**config.mk**
```make
export PLATFORM = sky130hd
export DESIGN_NAME = hse_cfg
export DESIGN_NICKNAME = d
export VERILOG_FILES = /design/src/rtl/hse_pkg.sv /design/src/rtl/hse_cfg.sv
export SDC_FILE = /design/constraint.sdc
export NUM_CORES = 1
export LEC_CHECK = 0
export BUFFER_PORTS_ARGS = -buffer_cell sky130_fd_sc_hd__buf_4
export CAP_MARGIN = 30
export CELL_PAD_IN_SITES_DETAIL_PLACEMENT = 1
export CELL_PAD_IN_SITES_GLOBAL_PLACEMENT = 1
export CORE_MARGIN = 2
export CORE_UTILIZATION = 31
export DETAILED_ROUTE_END_ITERATION = 8
export GPL_TIMING_DRIVEN = 0
export PLACE_DENSITY_LB_ADDON = 0.1
export SKIP_CTS_REPAIR_TIMING = 1
export SYNTH_ARGS = -nofsm -noshare
export SYNTH_HDL_FRONTEND = slang
export SYNTH_SLANG_ARGS = --single-unit
```
**constraint.sdc**
```tcl
create_clock -name clk -period 1.5 [get_ports clk]
set_clock_uncertainty 0.15 [all_clocks]
set_input_delay 0.075 -clock clk [delete_from_list [all_inputs] [get_ports clk]]
set_output_delay 0.075 -clock clk [all_outputs]
set_load 0.01 [all_outputs]
```
**src/rtl/hse_pkg.sv**
```systemverilog
// shared types, constants and geometry functions for the hamming codec
package hse_pkg;

	localparam int MSG_W   = 57;
	localparam int CFG_W   = 6;
	localparam int POS_W   = 6;
	localparam int GEO_N_W = 7;
	localparam int APB_DW  = 32;
	localparam int APB_AW  = 3;

	localparam logic REQ_DECODE = 1'b1;
	localparam logic REG_MSG_LEN = 1'b0;
	localparam logic [CFG_W-1:0] MSG_LEN_RESET = 6'd4;

	typedef struct packed {
		logic [CFG_W-1:0]   k;
		logic [GEO_N_W-1:0] n;
	} geom_t;

	// parity bit count for k message bits
	function automatic logic [2:0] par_bits(input logic [CFG_W-1:0] k);
		logic [2:0] r;
		priority if (k <= 6'd1) r = 3'd2;
		else if (k <= 6'd4)  r = 3'd3;
		else if (k <= 6'd11) r = 3'd4;
		else if (k <= 6'd26) r = 3'd5;
		else if (k <= 6'd57) r = 3'd6;
		else                 r = 3'd7;
		return r;
	endfunction

	// largest message length whose code fits in max_bits
	function automatic logic [CFG_W-1:0] max_msg_len(input int max_bits);
		logic [CFG_W-1:0] res;
		res = 6'd1;
		for (int k = 1; k < 64; k++) begin
			if (k + int'(par_bits(6'(k))) <= max_bits) res = 6'(k);
		end
		return res;
	endfunction

	function automatic geom_t geom_of(input logic [CFG_W-1:0] raw,
		input logic [CFG_W-1:0] kmax);
		logic [CFG_W-1:0] k;
		geom_t g;
		k = (raw == '0) ? 6'd1 : raw;
		if (k > kmax) k = kmax;
		g.k = k;
		g.n = 7'(k) + 7'(par_bits(k));
		return g;
	endfunction

	// 1-based code position of message bit m
	function automatic int data_pos(input int m);
		int cnt;
		int res;
		cnt = -1;
		res = 0;
		for (int p = 1; p < 128; p++) begin
			if ((p & (p - 1)) != 0) begin
				cnt++;
				if (cnt == m && res == 0) res = p;
			end
		end
		return res;
	endfunction

endpackage

```
**src/rtl/hse_cfg.sv**
```systemverilog
// apb register for the message length and the derived code geometry
module hse_cfg #(
	parameter int MAX_CODE_BITS = 64
) (
	input  logic                        clk,
	input  logic                        arst_n,
	input  logic                        psel,
	input  logic                        penable,
	input  logic                        pwrite,
	input  logic [hse_pkg::APB_AW-1:0]  paddr,
	input  logic [hse_pkg::APB_DW-1:0]  pwdata,
	output logic [hse_pkg::APB_DW-1:0]  prdata,
	output logic                        pready,
	output hse_pkg::geom_t              geom
);
	import hse_pkg::*;

	localparam logic [CFG_W-1:0] KMAX = max_msg_len(MAX_CODE_BITS);

	logic [CFG_W-1:0] len_q;
	geom_t            geom_q;
	logic             sel_len;
	logic             wr_en;

	assign sel_len = (paddr[APB_AW-1] == REG_MSG_LEN);
	assign wr_en   = psel && penable && pwrite && sel_len;
	assign pready  = 1'b1;
	assign prdata  = sel_len ? {{(APB_DW-CFG_W){1'b0}}, len_q} : '0;
	assign geom    = geom_q;

	always_ff @(posedge clk or negedge arst_n) begin
		if (!arst_n) begin
			len_q  <= MSG_LEN_RESET;
			geom_q <= geom_of(MSG_LEN_RESET, KMAX);
		end else if (wr_en) begin
			len_q  <= pwdata[CFG_W-1:0];
			geom_q <= geom_of(pwdata[CFG_W-1:0], KMAX);
		end
	end

endmodule

```
==> results.json <==
{
  "outcome": "complete, but fails checks",
  "failed_checks": "hold timing, setup timing",
  "seqCellArea_um2": 482,
  "path_max_fanout": 9,
  "final_cells": 269,
  "power_w": 0.00165,
  "ys_seq_elements": 19,
  "timing.final.crit_share_pct": 118,
  "slew_violations": 0,
  "drt_wl_total_mm": 3.40,
  "finalSetupViolations": 6,
  "grt_usage_pct": 13.3,
  "drtPass1Iterations": 4,
  "final_antenna_net_count": 0,
  "hold_slack_ns": -0.0310,
  "die-width_um": 68.5,
  "placed_cells": 251,
  "post_drt_wl_per_cell_um": 12.6,
  "port_buffers": 28,
  "worstPathArrival_ns": 1.76,
  "boundaryPins": 86,
  "cts_root_buf": "clkbuf_8",
  "diodes": 0,
  "ys_warn_count": 0,
  "path_clk_slew_ns": 0.07,
  "netlist.top_cell.by_area": "dfrtp_1",
  "syn_to_final_growth_pct": 48.5,
  "hp-class": "input pin to flop",
  "powerDensity_mw_per_mm2": 862,
  "synth_area_mm2": 0.00129,
  "clock.fmax_ghz": 0.564,
  "crit_path_start_kind": "input pin",
  "hold_violations": 2,
  "core_mm2": 0.00400,
  "htreeDepth": 1,
  "place.gp.congestion": 0.851,
  "fp.dieH_um": 68.5,
  "fin_ws_ns": -0.274,
  "syn_avg_cell_area_um2": 8.72,
  "crit_type": "input pin to flop",
  "cts_buffer_depth": 2,
  "drt-initial-drc-count": 22,
  "irDropWorstVdd_mv": 0.371,
  "yosysUniqueCellTypes": 35,
  "drive_above_1_share_pct": 44.7,
  "synth_top_area_share_pct": 27.2,
  "power.leakage_nw": 1.00,
  "seq_area_frac_synth_pct": 37.3,
  "final_nets": 263,
  "cts_buffers": 3,
  "clkSinkCount": 19,
  "vias_per_cell": 4.26,
  "nFillCells": 505,
  "placementRows": 23,
  "period_needed_ns": 1.77,
  "grt_pass1_wl_mm": 4.67,
  "antenna_found_initial": 0,
  "rsz0062_at_grt": "yes",
  "grt_max_degree": 20,
  "grt_overflow_total": 0,
  "synth_area_leaders": "dfrtp_1 27%, buf_4 16%, nand2_1 11%",
  "multi_input_area_um2": 691,
  "clock_latency_ns": 0.25,
  "initial_utilization_pct": 32.2,
  "grt_pass1_vias": 1024,
  "vias": 1145,
  "cts_tree": "built",
  "required_ns": 1.49,
  "drc": 0,
  "die-area_mm2": 0.00469,
  "end_kind": "flop",
  "max_cap_violations": 0,
  "syn_inst": 148,
  "dp_hpwl_mm": 2.39
}
-- cell type report --
| cell class | instances | share of cell area, % |
|---|---|---|
| buffer | 33 | 14.1 |
| timing repair buffer | 43 | 18.2 |
| clock inverter | 1 | 0.261 |
| tap | 50 | 3.27 |
| sequential | 19 | 25.1 |
| clock buffer | 3 | 2.16 |
| inverter | 3 | 0.849 |
| multi-input combinational | 117 | 36.1 |
-- per-stage QoR --
| stage | utilization, % | TNS (ns) | cell area [um2] | setup WS [ns] |
|---|---|---|---|---|
| floorplan | - | -1.10 | 1430 | -0.332 |
| global placement | 42.6 | -2.69 | 1700 | -0.629 |
| detailed placement | 42.6 | -2.73 | 1700 | -0.626 |
| CTS | 43.7 | -1.14 | 1750 | -0.357 |
| global route | 47.9 | -1.70 | 1920 | -0.394 |
| finish | 47.9 | -1.11 | 1920 | -0.274 |
-- where the power goes --
group	internal [W]	leakage [nW]	switching, W
logic	0.000320	0.750	0.000294
clock network	0.000184	0.0255	0.000168
registers	0.000636	0.228	0.0000494
-- cells in the mapped netlist --
cell / instances
o21ai_0: 3
fa_1: 1
nand3_4: 1
a21boi_1: 1
dfrtp_1: 14
xor2_1: 1
a21o_2: 1
a21oi_1: 6
nand4b_1: 1
ha_1: 2
clkbuf_1: 1
conb_1: 2
nand2_1: 37
and4b_1: 1
inv_1: 3
mux2_2: 2
nor2b_1: 6
buf_6: 4
a22o_1: 1
or3_4: 1
nor3_1: 1
dfstp_2: 5
and2_1: 1
buf_2: 1
buf_4: 27
o22ai_1: 2
nand3_1: 1
o311ai_4: 1
clkbuf_4: 1
a311o_1: 1
xnor2_1: 2
nor2_1: 9
a31oi_1: 1
o211ai_1: 1
o21ai_1: 5
-- state kept, by name, summed over array words and instances, names as in the netlist --
| name | count |
|---|---|
| geom | 13 |
| len_q | 6 |
-- cells by family after synthesis --
group | after synthesis | synth area share [%]
flops | 19 | 37.3
simple gates | 59 | 21.2
mux | 2 | 1.75
buf+inv | 37 | 21.3
xor+xnor | 3 | 2.04
fa+ha+maj | 3 | 3.49
compound gates | 23 | 12.2
other cells | 2 | 0.582
-- per-layer routing --
layer / vias up / wire length, um / track usage (%)
li1: 568 / - / -
met1: 533 / 1380 / 15.9
met2: 38 / 1770 / 23.4
met3: 6 / 172 / 1.46
met4: 0 / 73 / 6.75
met5: - / 0 / 0
-- critical path, cell delays in order --
cell and delay, ns:
buf_6 0.13, inv_1 0.11, nor2_1 0.06, o21ai_0 0.28, a21oi_2 0.11, ha_2 0.20
fa_2 0.37, nor2_1 0.11, nor2_1 0.06, o22ai_1 0.17, o21ai_1 0.09
-- worst paths after layout --
path,from,end,slack (ns),cells past startpoint
max,pwdata[3],geom[4]$_DFFE_PN0P_,-0.27,11
min,pwdata[0],len_q[0]$_DFFE_PN0P_,-0.03,3
max reg2reg,geom[7]$_DFFE_PN0P_,geom[7]$_DFFE_PN0P_,0.60,1
min reg2reg,geom[9]$_DFFE_PN1P_,geom[9]$_DFFE_PN1P_,0.31,2
max in group asynchronous,arst_n,geom[0]$_DFFE_PN1P_,0.85,2
min in group asynchronous,arst_n,geom[3]$_DFFE_PN0P_,0.08,2
-- cells in the final DEF (no fill, tap or decap), types with 2 or more instances in the layout --
cell type,n
a21oi_2,4
buf_4,63
buf_6,5
clkbuf_8,3
conb_1,27
dfrtp_1,14
dfstp_2,5
dlygate4sd3_1,4
inv_1,2
mux2_2,2
nand2_1,36
nor2_1,8
nor2b_1,6
o21ai_0,2
o21ai_1,5
o22ai_1,2
xnor2_1,2
(Power assumes the default switching activity.)
